==> src/hw/rtl/nts_pkg.sv <==
// shared types and constants for the numeric table stream parser
`timescale 1ns / 1ps

package nts_pkg;

  localparam int unsigned BYTE_W   = 8;
  localparam int unsigned WORD_W   = 32;
  localparam int unsigned CNT_W    = 31;
  localparam int unsigned PART_W   = 24;
  localparam int unsigned PROD_W   = 63;

  // one result item
  typedef struct packed {
    logic                     accepted;
    logic                     cell_valid;
    logic signed [WORD_W-1:0] table_num;
    logic        [CNT_W-1:0]  row;
    logic        [CNT_W-1:0]  column;
    logic signed [WORD_W-1:0] cell_value;
    logic                     finished;
  } res_t;

endpackage

==> src/hw/rtl/nts_stream_if.sv <==
// request and result channels of the numeric table stream parser
`timescale 1ns / 1ps

interface nts_in_if;
  logic                            valid;
  logic                            ready;
  logic [nts_pkg::BYTE_W-1:0]      data_byte;
  logic                            restart;

  modport source (output valid, output data_byte, output restart, input ready);
  modport sink   (input valid, input data_byte, input restart, output ready);
endinterface

interface nts_out_if;
  logic                              valid;
  logic                              ready;
  logic                              accepted;
  logic                              cell_valid;
  logic signed [nts_pkg::WORD_W-1:0] table_num;
  logic        [nts_pkg::CNT_W-1:0]  row;
  logic        [nts_pkg::CNT_W-1:0]  column;
  logic signed [nts_pkg::WORD_W-1:0] cell_value;
  logic                              finished;

  modport source (output valid, output accepted, output cell_valid, output table_num,
                  output row, output column, output cell_value, output finished,
                  input ready);
  modport sink   (input valid, input accepted, input cell_valid, input table_num,
                  input row, input column, input cell_value, input finished,
                  output ready);
endinterface

==> src/hw/rtl/numeric_table_stream_parser.sv <==
// top level of the numeric table stream parser
`timescale 1ns / 1ps
// a result shows on the output channel in the cycle after its byte is accepted
// throughput: one byte per cycle unless the output register is full and not being read
// the per-byte state update plus one 31x8 partial product sets the critical path
// reset (rst_n low, synchronous): expect table count, stream ok, all counters zero,
// output register empty

module numeric_table_stream_parser (
  input  logic      clk,
  input  logic      rst_n,
  nts_in_if.sink    in_ch,
  nts_out_if.source out_ch
);

  logic          in_fire;
  logic          can_take;
  nts_pkg::res_t core_res;
  nts_pkg::res_t buf_res;

  // a request is taken whenever the result register is empty or being drained
  assign in_ch.ready = can_take;
  assign in_fire     = in_ch.valid && can_take;

  // byte assembly, word decode and cell bookkeeping
  nts_core u_core (
    .clk       (clk),
    .rst_n     (rst_n),
    .in_fire   (in_fire),
    .data_byte (in_ch.data_byte),
    .restart   (in_ch.restart),
    .res       (core_res)
  );

  // one result register decouples the two channels
  nts_obuf u_obuf (
    .clk       (clk),
    .rst_n     (rst_n),
    .take      (in_fire),
    .res_in    (core_res),
    .can_take  (can_take),
    .out_valid (out_ch.valid),
    .out_ready (out_ch.ready),
    .res_out   (buf_res)
  );

  assign out_ch.accepted   = buf_res.accepted;
  assign out_ch.cell_valid = buf_res.cell_valid;
  assign out_ch.table_num  = buf_res.table_num;
  assign out_ch.row        = buf_res.row;
  assign out_ch.column     = buf_res.column;
  assign out_ch.cell_value = buf_res.cell_value;
  assign out_ch.finished   = buf_res.finished;

endmodule

==> src/hw/rtl/nts_core.sv <==
// parser state and per-byte next-state logic
`timescale 1ns / 1ps

module nts_core (
  input  logic                       clk,
  input  logic                       rst_n,
  input  logic                       in_fire,
  input  logic [nts_pkg::BYTE_W-1:0] data_byte,
  input  logic                       restart,
  output nts_pkg::res_t              res
);

  typedef enum logic [2:0] {
    PH_COUNT, PH_NUMBER, PH_ROWS, PH_COLUMNS, PH_VALUE, PH_STRLEN, PH_STRING, PH_DONE
  } phase_t;

  localparam int unsigned CW = nts_pkg::CNT_W;
  localparam int unsigned WW = nts_pkg::WORD_W;
  localparam int unsigned PW = nts_pkg::PART_W;
  localparam int unsigned XW = nts_pkg::PROD_W;
  localparam int unsigned MW = CW + nts_pkg::BYTE_W;

  phase_t          phase_r, phase_nxt, phase_c;
  logic [CW-1:0]   tables_left_r, tables_left_nxt, tables_left_c;
  logic [WW-1:0]   current_table_r, current_table_nxt, current_table_c;
  logic [CW-1:0]   row_total_r, row_total_nxt, row_total_c;
  logic [CW-1:0]   column_total_r, column_total_nxt, column_total_c;
  logic [WW-1:0]   cell_total_r, cell_total_nxt, cell_total_c;
  logic [WW-1:0]   cells_emitted_r, cells_emitted_nxt, cells_emitted_c;
  logic [CW-1:0]   row_position_r, row_position_nxt, row_position_c;
  logic [CW-1:0]   column_position_r, column_position_nxt, column_position_c;
  logic [WW-1:0]   strings_seen_r, strings_seen_nxt, strings_seen_c;
  logic [CW-1:0]   string_left_r, string_left_nxt, string_left_c;
  logic [PW-1:0]   word_partial_r, word_partial_nxt, word_partial_c;
  logic [1:0]      byte_position_r, byte_position_nxt, byte_position_c;
  logic            stream_ok_r, stream_ok_nxt, stream_ok_c;
  logic [XW-1:0]   prod_acc_r, prod_acc_nxt;

  logic [WW-1:0]   word;
  logic [MW-1:0]   byte_prod;
  logic [XW-1:0]   byte_prod_sh;
  logic [XW-1:0]   prod_full;
  logic [CW-1:0]   tables_dec;
  logic [WW-1:0]   strings_inc;
  logic [WW-1:0]   cells_inc;
  logic [CW-1:0]   column_inc;
  logic [CW-1:0]   string_dec;

  // restart behaves as a reset applied just before this byte
  assign phase_c           = restart ? PH_COUNT : phase_r;
  assign tables_left_c     = restart ? '0 : tables_left_r;
  assign current_table_c   = restart ? '0 : current_table_r;
  assign row_total_c       = restart ? '0 : row_total_r;
  assign column_total_c    = restart ? '0 : column_total_r;
  assign cell_total_c      = restart ? '0 : cell_total_r;
  assign cells_emitted_c   = restart ? '0 : cells_emitted_r;
  assign row_position_c    = restart ? '0 : row_position_r;
  assign column_position_c = restart ? '0 : column_position_r;
  assign strings_seen_c    = restart ? '0 : strings_seen_r;
  assign string_left_c     = restart ? '0 : string_left_r;
  assign word_partial_c    = restart ? '0 : word_partial_r;
  assign byte_position_c   = restart ? '0 : byte_position_r;
  assign stream_ok_c       = restart ? 1'b1 : stream_ok_r;

  assign word        = {data_byte, word_partial_c};
  assign tables_dec  = tables_left_c - CW'(1);
  assign strings_inc = strings_seen_c + WW'(1);
  assign cells_inc   = cells_emitted_c + WW'(1);
  assign column_inc  = column_position_c + CW'(1);
  assign string_dec  = (string_left_c != '0) ? string_left_c - CW'(1) : string_left_c;

  // rows*columns built one byte of the columns word at a time
  assign byte_prod    = MW'(row_total_c) * MW'(data_byte);
  assign byte_prod_sh = XW'(byte_prod) << {byte_position_c, 3'b000};
  assign prod_full    = prod_acc_r + byte_prod_sh;

  always_comb begin
    phase_nxt           = phase_c;
    tables_left_nxt     = tables_left_c;
    current_table_nxt   = current_table_c;
    row_total_nxt       = row_total_c;
    column_total_nxt    = column_total_c;
    cell_total_nxt      = cell_total_c;
    cells_emitted_nxt   = cells_emitted_c;
    row_position_nxt    = row_position_c;
    column_position_nxt = column_position_c;
    strings_seen_nxt    = strings_seen_c;
    string_left_nxt     = string_left_c;
    word_partial_nxt    = word_partial_c;
    byte_position_nxt   = byte_position_c;
    stream_ok_nxt       = stream_ok_c;
    prod_acc_nxt        = prod_acc_r;
    res                 = '0;

    if (stream_ok_c && (phase_c != PH_DONE)) begin
      res.accepted = 1'b1;
      if (phase_c == PH_STRING) begin
        string_left_nxt = string_dec;
        if (string_dec == '0) begin
          strings_seen_nxt = strings_inc;
          if (strings_inc == cell_total_c) begin
            tables_left_nxt = tables_dec;
            if (tables_dec == '0) begin
              phase_nxt = PH_DONE;
            end else begin
              phase_nxt         = PH_NUMBER;
              word_partial_nxt  = '0;
              byte_position_nxt = '0;
            end
          end else begin
            phase_nxt         = PH_STRLEN;
            word_partial_nxt  = '0;
            byte_position_nxt = '0;
          end
        end
      end else if (byte_position_c != 2'd3) begin
        word_partial_nxt  = word_partial_c | (PW'(data_byte) << {byte_position_c, 3'b000});
        byte_position_nxt = byte_position_c + 2'd1;
        prod_acc_nxt      = (byte_position_c == 2'd0) ? byte_prod_sh : prod_full;
      end else begin
        case (phase_c)
          PH_COUNT: begin
            if (word[WW-1]) begin
              stream_ok_nxt = 1'b0;
            end else begin
              tables_left_nxt = word[CW-1:0];
              if (word == '0) begin
                phase_nxt = PH_DONE;
              end else begin
                phase_nxt         = PH_NUMBER;
                word_partial_nxt  = '0;
                byte_position_nxt = '0;
              end
            end
          end
          PH_NUMBER: begin
            current_table_nxt = word;
            phase_nxt         = PH_ROWS;
            word_partial_nxt  = '0;
            byte_position_nxt = '0;
          end
          PH_ROWS: begin
            if (word[WW-1]) begin
              stream_ok_nxt = 1'b0;
            end else begin
              row_total_nxt     = word[CW-1:0];
              phase_nxt         = PH_COLUMNS;
              word_partial_nxt  = '0;
              byte_position_nxt = '0;
            end
          end
          PH_COLUMNS: begin
            if (word[WW-1] || (prod_full[XW-1:WW] != '0)) begin
              stream_ok_nxt = 1'b0;
            end else begin
              column_total_nxt    = word[CW-1:0];
              cell_total_nxt      = prod_full[WW-1:0];
              cells_emitted_nxt   = '0;
              strings_seen_nxt    = '0;
              row_position_nxt    = '0;
              column_position_nxt = '0;
              if (prod_full[WW-1:0] == '0) begin
                // empty table ends at once
                tables_left_nxt = tables_dec;
                if (tables_dec == '0) begin
                  phase_nxt = PH_DONE;
                end else begin
                  phase_nxt         = PH_NUMBER;
                  word_partial_nxt  = '0;
                  byte_position_nxt = '0;
                end
              end else begin
                phase_nxt         = PH_VALUE;
                word_partial_nxt  = '0;
                byte_position_nxt = '0;
              end
            end
          end
          PH_VALUE: begin
            res.cell_valid    = 1'b1;
            res.table_num     = current_table_c;
            res.row           = row_position_c;
            res.column        = column_position_c;
            res.cell_value    = word;
            cells_emitted_nxt = cells_inc;
            if (column_inc == column_total_c) begin
              column_position_nxt = '0;
              row_position_nxt    = row_position_c + CW'(1);
            end else begin
              column_position_nxt = column_inc;
            end
            phase_nxt         = (cells_inc < cell_total_c) ? PH_VALUE : PH_STRLEN;
            word_partial_nxt  = '0;
            byte_position_nxt = '0;
          end
          PH_STRLEN: begin
            if (word[WW-1]) begin
              stream_ok_nxt = 1'b0;
            end else if (word == '0) begin
              strings_seen_nxt = strings_inc;
              if (strings_inc == cell_total_c) begin
                tables_left_nxt = tables_dec;
                if (tables_dec == '0) begin
                  phase_nxt = PH_DONE;
                end else begin
                  phase_nxt         = PH_NUMBER;
                  word_partial_nxt  = '0;
                  byte_position_nxt = '0;
                end
              end else begin
                phase_nxt         = PH_STRLEN;
                word_partial_nxt  = '0;
                byte_position_nxt = '0;
              end
            end else begin
              string_left_nxt = word[CW-1:0];
              phase_nxt       = PH_STRING;
            end
          end
          default: begin
            phase_nxt = phase_c;
          end
        endcase
        if (!stream_ok_nxt) begin
          res.accepted = 1'b0;
        end
      end
    end
    res.finished = stream_ok_nxt && (phase_nxt == PH_DONE);
  end

  always_ff @(posedge clk) begin
    if (!rst_n) begin
      phase_r           <= PH_COUNT;
      tables_left_r     <= '0;
      current_table_r   <= '0;
      row_total_r       <= '0;
      column_total_r    <= '0;
      cell_total_r      <= '0;
      cells_emitted_r   <= '0;
      row_position_r    <= '0;
      column_position_r <= '0;
      strings_seen_r    <= '0;
      string_left_r     <= '0;
      word_partial_r    <= '0;
      byte_position_r   <= '0;
      stream_ok_r       <= 1'b1;
    end else if (in_fire) begin
      phase_r           <= phase_nxt;
      tables_left_r     <= tables_left_nxt;
      current_table_r   <= current_table_nxt;
      row_total_r       <= row_total_nxt;
      column_total_r    <= column_total_nxt;
      cell_total_r      <= cell_total_nxt;
      cells_emitted_r   <= cells_emitted_nxt;
      row_position_r    <= row_position_nxt;
      column_position_r <= column_position_nxt;
      strings_seen_r    <= strings_seen_nxt;
      string_left_r     <= string_left_nxt;
      word_partial_r    <= word_partial_nxt;
      byte_position_r   <= byte_position_nxt;
      stream_ok_r       <= stream_ok_nxt;
    end
  end

  always_ff @(posedge clk) begin
    if (in_fire) begin
      prod_acc_r <= prod_acc_nxt;
    end
  end

endmodule

==> src/hw/rtl/nts_obuf.sv <==
// result register between parser and output channel
`timescale 1ns / 1ps

module nts_obuf (
  input  logic          clk,
  input  logic          rst_n,
  input  logic          take,
  input  nts_pkg::res_t res_in,
  output logic          can_take,
  output logic          out_valid,
  input  logic          out_ready,
  output nts_pkg::res_t res_out
);

  logic          full_r, full_nxt;
  nts_pkg::res_t data_r;

  assign can_take  = !full_r || out_ready;
  assign full_nxt  = take || (full_r && !out_ready);
  assign out_valid = full_r;
  assign res_out   = data_r;

  always_ff @(posedge clk) begin
    if (!rst_n) begin
      full_r <= 1'b0;
    end else begin
      full_r <= full_nxt;
    end
  end

  always_ff @(posedge clk) begin
    if (take) begin
      data_r <= res_in;
    end
  end

endmodule
==> src/flat_wrapper.sv <==
// flat-port wrapper written by rule: the top's interface ports become plain ports
module numeric_table_stream_parser_flat 
  (clk, rst_n, in_ch_valid, in_ch_data_byte, in_ch_restart, in_ch_ready, out_ch_valid, out_ch_accepted, out_ch_cell_valid, out_ch_table_num, out_ch_row, out_ch_column, out_ch_cell_value, out_ch_finished, out_ch_ready);
  nts_in_if in_ch_i ();
  nts_out_if out_ch_i ();
  input  logic clk;
  input  logic rst_n;
  input wire logic [$bits(in_ch_i.valid)-1:0] in_ch_valid;
  input wire logic [$bits(in_ch_i.data_byte)-1:0] in_ch_data_byte;
  input wire logic [$bits(in_ch_i.restart)-1:0] in_ch_restart;
  output wire logic [$bits(in_ch_i.ready)-1:0] in_ch_ready;
  output wire logic [$bits(out_ch_i.valid)-1:0] out_ch_valid;
  output wire logic [$bits(out_ch_i.accepted)-1:0] out_ch_accepted;
  output wire logic [$bits(out_ch_i.cell_valid)-1:0] out_ch_cell_valid;
  output wire logic [$bits(out_ch_i.table_num)-1:0] out_ch_table_num;
  output wire logic [$bits(out_ch_i.row)-1:0] out_ch_row;
  output wire logic [$bits(out_ch_i.column)-1:0] out_ch_column;
  output wire logic [$bits(out_ch_i.cell_value)-1:0] out_ch_cell_value;
  output wire logic [$bits(out_ch_i.finished)-1:0] out_ch_finished;
  input wire logic [$bits(out_ch_i.ready)-1:0] out_ch_ready;
  assign in_ch_i.valid = in_ch_valid;
  assign in_ch_i.data_byte = in_ch_data_byte;
  assign in_ch_i.restart = in_ch_restart;
  assign in_ch_ready = in_ch_i.ready;
  assign out_ch_valid = out_ch_i.valid;
  assign out_ch_accepted = out_ch_i.accepted;
  assign out_ch_cell_valid = out_ch_i.cell_valid;
  assign out_ch_table_num = out_ch_i.table_num;
  assign out_ch_row = out_ch_i.row;
  assign out_ch_column = out_ch_i.column;
  assign out_ch_cell_value = out_ch_i.cell_value;
  assign out_ch_finished = out_ch_i.finished;
  assign out_ch_i.ready = out_ch_ready;
  numeric_table_stream_parser u_core (.clk(clk), .rst_n(rst_n), .in_ch(in_ch_i), .out_ch(out_ch_i));
endmodule
==> config.mk <==
export PLATFORM = sky130hd
export DESIGN_NAME = numeric_table_stream_parser_flat
export DESIGN_NICKNAME = d
export VERILOG_FILES = /design/src/hw/rtl/nts_pkg.sv /design/src/hw/rtl/nts_stream_if.sv /design/src/hw/rtl/numeric_table_stream_parser.sv /design/src/hw/rtl/nts_core.sv /design/src/hw/rtl/nts_obuf.sv /design/src/flat_wrapper.sv
export SDC_FILE = /design/constraint.sdc
export NUM_CORES = 2
export LEC_CHECK = 0
export ABC_AREA = 1
export BUFFER_PORTS_ARGS = -buffer_cell sky130_fd_sc_hd__clkbuf_2
export CORE_MARGIN = 2
export CORE_UTILIZATION = 45
export CTS_CLUSTER_DIAMETER = 200
export CTS_CLUSTER_SIZE = 25
export DETAILED_ROUTE_END_ITERATION = 6
export PLACE_DENSITY = 0.64
export RECOVER_POWER = 50
export SYNTH_ARGS = -nofsm -noshare
export SYNTH_HDL_FRONTEND = slang
export SYNTH_SLANG_ARGS = --single-unit
==> constraint.sdc <==
create_clock -name clk -period 14.5 [get_ports clk]
set_input_delay 1.45 -clock clk [delete_from_list [all_inputs] [get_ports clk]]
set_output_delay 1.45 -clock clk [all_outputs]
set_load 0.03 [all_outputs]
# Word-level counts from Yosys, hierarchy flattened
# Cells that the tools add are included.
# word_totals
register_bits,537
in_bits,13
out_inout_bits,131
elab_cells,205
# classes
add_sub_neg,8
n_mul,1
n_lt_le_gt_ge,1
n_eq_ne,11
shifts,2
muxes,133
n_bitwise,4
n_reduce_logical,22
# op_table
op,count
31-bit two-way mux,43
32-bit two-way mux,24
24-bit two-way mux,14
128-bit two-way mux,2
32-bit case mux with 2 select lines,2
127-bit two-way mux,1
31-bit case mux with 2 select lines,2
24-bit case mux with 5 select lines,1
31-bit case mux with 3 select lines,1
"32-bit by 1-bit adder with 32-bit output, second input constant",2
32-bit zero test,2
63-bit adder,1
63-bit two-way mux,1
39-bit by 5-bit << shifter with 63-bit output,1
"31-bit by 1-bit adder with 31-bit output, second input constant",2
31-bit zero test,2
31-bit nonzero test,2
"31-bit by 1-bit subtractor with 31-bit output, second input constant",2
3-bit two-way mux,14
31-bit by 8-bit multiplier with 39-bit output,1
32-bit == test,1
32-bit less-than comparator,1
31-bit == test,1
2-bit two-way mux,14
22 further kinds,45

# Logic depth before layout (Yosys ltp)
# logic_depth
word_depth,15
mapped_depth,70
depth_no_buf,59

# By module
# Synthesis repeated with hierarchy kept, for this count alone.
# hier_totals
cells_unflattened,8678
area_unflattened_um2,54138.2
# by_module_without_submodules
module,instances,cells_each,area_per_inst_um2,seq_area_each_um2
nts_core,1,8541,50210.7,8778.4
nts_obuf,1,135,3920.0,3893.7
numeric_table_stream_parser,1,2,7.5,0.0

# Least setup slack after synthesis
# OpenSTA, ideal clock, no wires.
# synth_timing
path_type,input -> register
start,input in_ch_restart
end,register u_core.u_core.cell_total_r[2]
setup_ns,0.132
arrival_time_ns,10.623
t_required_ns,14.368
slack_ns,3.744
stages,57
n_path_buf,12
cell_sequence,buf_6 -> inv_6 -> buf_8 -> buf_8 -> buf_6 -> buf_6 -> buf_2 -> buf_2 -> buf_2 -> clkbuf_1 -> clkbuf_1 -> nand2_1 -> inv_1 -> nand2_1 -> fa_1 -> fa_1 -> fa_1 -> fa_1 -> (+21 left out) -> nor2_1 -> inv_1 -> nor2_1 -> nand2_1 -> or2_2 -> nand3_1 -> xor2_1 -> nand4_1 -> nor3_1 -> nand2_1 -> nor2_1 -> nand2_1 -> inv_1 -> buf_2 -> clkbuf_1 -> o21ai_0 -> o21ai_0 -> a21oi_1
# synth_via
elab_chain_cells,11
word_cells_on_any_way,20
cone_classes,1 x add/sub; 1 x mul; 4 x eq/ne; 1 x shift; 10 x mux; 3 x reduce/logical
# synth_lines
element,line,source
"start, declared",flat_wrapper.sv:10,input wire logic [$bits(in_ch_i.restart)-1:0] in_ch_restart;
31-bit two-way mux,nts_core.sv:53,assign row_total_c = restart ? '0 : row_total_r;
31-bit by 8-bit multiplier with 39-bit output,nts_core.sv:73,assign byte_prod = MW'(row_total_c) * MW'(data_byte);
39-bit by 5-bit << shifter with 63-bit output,nts_core.sv:74,"assign byte_prod_sh = XW'(byte_prod) << {byte_position_c, 3'b000};"
63-bit adder,nts_core.sv:75,assign prod_full = prod_acc_r + byte_prod_sh;
31-bit nonzero test,nts_core.sv:153,if (word[WW-1] || (prod_full[XW-1:WW] != '0)) begin
1-bit logical OR,nts_core.sv:153,
32-bit two-way mux,nts_core.sv:153,
32-bit two-way mux,nts_core.sv:121,case (phase_c)
32-bit two-way mux,nts_core.sv:116,end else if (byte_position_c != 2'd3) begin
32-bit two-way mux,nts_core.sv:97,if (phase_c == PH_STRING) begin
32-bit two-way mux (*),nts_core.sv:95,if (stream_ok_c && (phase_c != PH_DONE)) begin
"end signal, assigned",nts_core.sv:254,cell_total_r <= cell_total_nxt;
"end, declared",nts_core.sv:28,"logic [WW-1:0] cell_total_r, cell_total_nxt, cell_total_c;"
# Every way passes the cells marked *; elsewhere a longest branch is shown, timed or not.
# A chain may end at the register's enable or synchronous reset.

# Final worst setup path
# layout_timing
start,input in_ch_restart
end,register u_core.u_core.row_total_r[19]
# layout_via
elab_chain_cells,6
word_cells_on_any_way,15
cone_classes,4 x eq/ne; 10 x mux; 1 x reduce/logical
# layout_lines
element,line,source
"3-bit two-way mux, or another cell as far along",nts_core.sv:50,assign phase_c = restart ? PH_COUNT : phase_r;
3-bit by 2-bit == test with 1-bit output / 31-bit two-way mux (equally long branches),"nts_core.sv:121, nts_core.sv:143",
31-bit two-way mux,nts_core.sv:121,
31-bit two-way mux,nts_core.sv:116,
31-bit two-way mux,nts_core.sv:97,
31-bit two-way mux (*),nts_core.sv:95,
"end signal, assigned",nts_core.sv:252,row_total_r <= row_total_nxt;
"end, declared",nts_core.sv:26,"logic [CW-1:0] row_total_r, row_total_nxt, row_total_c;"
# Marked as above.

==> flow_summary_export.csv <==
group,metric,value,unit
sta,fin_tns_setup,0,ns
final_layout,drive_gt1_share,3.19,%
setup_path,cp.arrival,13.54,ns
grt,antenna_found_initial,9,
route,dr.pass1.iters,7,
clock_tree,post_cts_resized,0,
final_layout,multi_input_area,0.0343,mm2
route,wirelength,204,mm
route,ant_nets,0,
setup_path,worstReg2RegStart,"u_core.u_core.row_total_r[0]$_SDFFE_PN0P_",
final_layout,final_cells,9883,
floorplan,top_level_ports,144,
hold_path,hold_class,"reg -> reg",
setup_path,worst_path_largest_cell_delay,2.53,ns
route,via_per_inst,5.77,
setup_path,crit_fanout,62,
final_layout,final_nets,8693,
hold_path,min_from,"u_core.u_core.row_position_r[10]$_SDFFE_PN0P_",
final_layout,antenna_cells,0,
grt,grt_usage,32.7,%
setup_path,crit_top_cell,"clkbuf_1",
setup_path,cp_slowest_cell,"clkbuf_1",
yosys,synthFlopType,"dfxtp_1",
grt,grt_pass1_vias,52044,
yosys,synth_top_cell_area_share,18.4,%
grt,grt_max_degree,197,
yosys,yosysWarnings,0,
clock_tree,numCtsBuffers,25,
job,maxCapViolations,14,
setup_path,startpoint_type,"input pin",
grt,gr-total-overflow,0,
setup_path,r2r_slack,2.82,ns
clock_tree,htreeDepth,1,
placed_design,port_buffers,143,
floorplan,row_count,125,
yosys,synthCells,8531,
outcome,violations,"capacitance limit, slew limit",
placed_design,placed_area,0.0542,mm2
setup_path,regToRegEndpoint,"u_core.u_core.cell_total_r[6]$_SDFFE_PN0P_",
floorplan,die_h,346,um
sta,clock.fmax,76.7,MHz
sta,period_share,89.9,%
clock_tree,clock_sinks,537,
yosys,ys_top_cells_by_area,"nand2_1 18%, dfxtp_1 13%, edfxtp_1 11%",
yosys,syn_nets,8881,
final_layout,synthToLayoutAreaGrowth,3.70,%
hold_path,hold-path-endpoint,"u_core.u_core.row_position_r[10]$_SDFFE_PN0P_",
floorplan,core_area,0.116,mm2
setup_path,path_class,"in -> reg",
placed_design,dp.cells,9840,
sta,finalSetupViolations,0,
setup_path,required,15.01,ns
route,drtIter0Drc,6280,
yosys,synth.distinct_cells,62,
yosys,synth-edff-count,192,
sta,hold_violations,0,
yosys,postSynthAreaPerCell,6.18,um2
sta,clock_skew,0.0400,ns
pwr,internal-power,2450,uW
pwr,seqPwrFrac,39.6,%
pwr,p_sw_share,43.0,%
clock_tree,cts_root_buf,"clkbuf_16",
sta,min_period,13.03,ns
yosys,synth-seq-cells,537,
placed_design,dp_hpwl,146,mm
yosys,synthArstFlopShare,0,%
sta,whs,0.472,ns
sta,max-slew-margin-rel,-364,%
pwr,power_switching,1850,uW
setup_path,cp-end-kind,"flop",
placed_design,place.gp.congestion,0.987,
floorplan,die_width,346,um
clock_tree,cts_buffer_depth,3,
final_layout,register_area,0.0127,mm2
sta,slew_violations,954,
pwr,powerDensity,78.8,mW/mm2
pwr,combPwrFrac,39.4,%
setup_path,path_delay_family,"buffers and inverters",
setup_path,r2r_cells,42,
outcome,outcome,"finished with violations",
clock_tree,cts_setup_buffers,0,
route,drc,0,
pwr,p_leak,0.0237,uW
yosys,synth-seq-area-share,24.0,%
pwr,pwr-share-clk,21.0,%
hold_path,hold_depth,2,
placed_design,place_ws,1.62,ns
floorplan,initial_core_util,45.3,%
setup_path,path_cells,"clkbuf_1 > clkbuf_2 > clkbuf_1 > clkbuf_1 > nor2_1 > inv_1 > nor2_1 > inv_1 > nand2_1 > nor2_1 > clkbuf_1 > nand3_2 > clkbuf_1 > a21oi_1 > o21ai_0 > o211ai_1 > inv_1",
sta,rsz0062_at_grt,"no",
floorplan,dieArea,0.120,mm2
yosys,synth_area_leader_cell,"nand2_1",
clock_tree,cts_tree,"yes",
sta,setup_ws,1.47,ns
route,vias,56977,
final_layout,design_area,0.0546,mm2
clock_tree,hold_buffers,0,
route,routedWlPerCell,20.6,um
sta,tightest_slew,6.96,ns
clock_tree,clock_latency,0.67,ns
pwr,ir_worst_vdd,0.0994,mV
final_layout,n_fill_cell,12459,
clock_tree,clk_pin_slew,0.10,ns
setup_path,path_buf_inv,9,
grt,grt_pass1_wl,312,mm
yosys,netlist_area,0.0527,mm2
[routing by layer]
layer / vias to the layer above / GRT usage, % / share of wire (%)
met1: 26634 / 46.6 / 44
met5: - / 0 / 0.011
met2: 2727 / 50.5 / 43
li1: 27228 / - / -
met3: 384 / 5.08 / 9.5
met4: 4 / 10.4 / 3.3
[power by group through the flow]
stage | clock network (uW) | registers (uW) | logic (uW)
after floorplan | 0 | 1760 | 1070
after global placement | 0 | 1730 | 1660
after detailed placement | 0 | 1730 | 1650
after CTS | 918 | 1700 | 1660
after global routing | 957 | 1720 | 1850
final | 904 | 1710 | 1700
[metrics by stage]
step | util, % | total power (uW)
finish | 47.0 | 4310
global route | 47.0 | 4520
CTS | 47.2 | 4280
detailed placement | 46.6 | 3390
global placement | 46.6 | 3390
floorplan | - | 2820
[cell type report]
type	instances	share of cell area, %
Clock buffer	40	1.25
Clock inverter	3	0.0481
Inverter	1040	7.17
Multi-Input combinational cell	6512	62.7
Sequential cell	537	23.2
Tap cell	1524	3.49
Timing Repair Buffer	227	2.12
[state kept, by name (all words and copies together) (netlist names)]
signal	count
u_core.u_core.cell_total_r	32
u_core.u_obuf.out_valid	1
u_core.u_core.string_left_r	31
u_core.u_core.strings_seen_r	32
u_core.u_core.row_position_r	31
u_core.u_core.column_total_r	31
u_core.u_core.byte_position_r	2
u_core.u_core.tables_left_r	31
u_core.u_core.stream_ok_r	1
u_core.u_core.word_partial_r	24
u_core.u_core.cells_emitted_r	32
u_core.u_core.phase_r	3
u_core.u_obuf.res_out	129
u_core.u_core.column_position_r	31
u_core.u_core.current_table_r	32
u_core.u_core.prod_acc_r	63
u_core.u_core.row_total_r	31
[worst max-delay path by stage]
stage | start | slack, ns | cells after the start | endpoint
2_1_floorplan | in_ch_restart | 3.74 | 57 | u_core.u_core.cell_total_r[2]$_SDFFE_PN0P_
4_1_cts | in_ch_restart | 2.30 | 44 | u_core.u_core.cell_total_r[6]$_SDFFE_PN0P_
5_1_grt | in_ch_restart | 0.90 | 44 | u_core.u_core.cell_total_r[6]$_SDFFE_PN0P_
3_5_place_dp | in_ch_restart | 1.62 | 44 | u_core.u_core.cell_total_r[6]$_SDFFE_PN0P_
6_report | in_ch_restart | 1.47 | 17 | u_core.u_core.row_total_r[19]$_SDFFE_PN0P_
3_3_place_gp | in_ch_restart | 1.66 | 44 | u_core.u_core.cell_total_r[2]$_SDFFE_PN0P_
[cells in the mapped netlist, types with 7 or more instances]
cell and number:
nor2_1 823, o21ai_1 44, o221ai_1 16, buf_6 15, nor3_1 99, ha_1 162, nor3_2 7, xnor2_1 39
inv_2 16, nand3b_1 23, edfxtp_1 192, inv_1 1005, nand2_1 2584, buf_2 45, fa_1 175, or2_2 11
nor2_4 7, a221oi_1 22, clkinv_1 18, o21ai_0 660, o21a_1 11, xor2_1 146, and2_1 10, nor4_1 14
clkbuf_1 347, a21oi_1 896, buf_1 25, nor2_2 29, a31oi_1 39, a21oi_2 10, nand4_1 77, o211ai_1 112
o21bai_1 18, o22ai_1 17, nand2_2 25, dfxtp_1 345, o2111ai_1 18, nand3_1 356, nand3_2 13
[worst register-to-register path: cells and delay by family (launching register included)]
family / cells / cell delay, ns
DFF: 1 / 0.37
buffers and inverters: 4 / 1.20
and+or+nand+nor: 19 / 3.74
AOI/OAI and AO/OA: 12 / 2.92
xor gates and xnor gates: 1 / 0.44
adders and majority gates: 6 / 2.67
[cell families after synthesis]
family	synth area share (%)
AOI/OAI and AO/OA	19.3
xor gates and xnor gates	3.11
DFF	24.0
and+or+nand+nor	31.9
buffers and inverters	11.0
muxes	0.0950
adders and majority gates	10.5
[cell usage in the layout (no fill, tap or decap), types with 14 or more instances in the layout]
cell          n
nand3_1     355
a31oi_1      39
o22ai_1      17
nor4_1       14
nand2_2      27
inv_2        15
o2111ai_1    18
edfxtp_1    192
fa_1        175
o21ai_1      44
nand2_1    2581
clkbuf_1    156
o21bai_1     18
dfxtp_1     345
a21oi_1     896
nor2_2       30
nor2_1      818
nand4_1      77
xor2_1      146
buf_4        74
nand3_2      14
xnor2_1      39
a221oi_1     22
inv_1      1002
o21ai_0     660
o211ai_1    112
nand3b_1     23
clkinv_1     18
o221ai_1     16
nor3_1       98
ha_1        161
clkbuf_16    25
(Power assumes the default switching activity.)
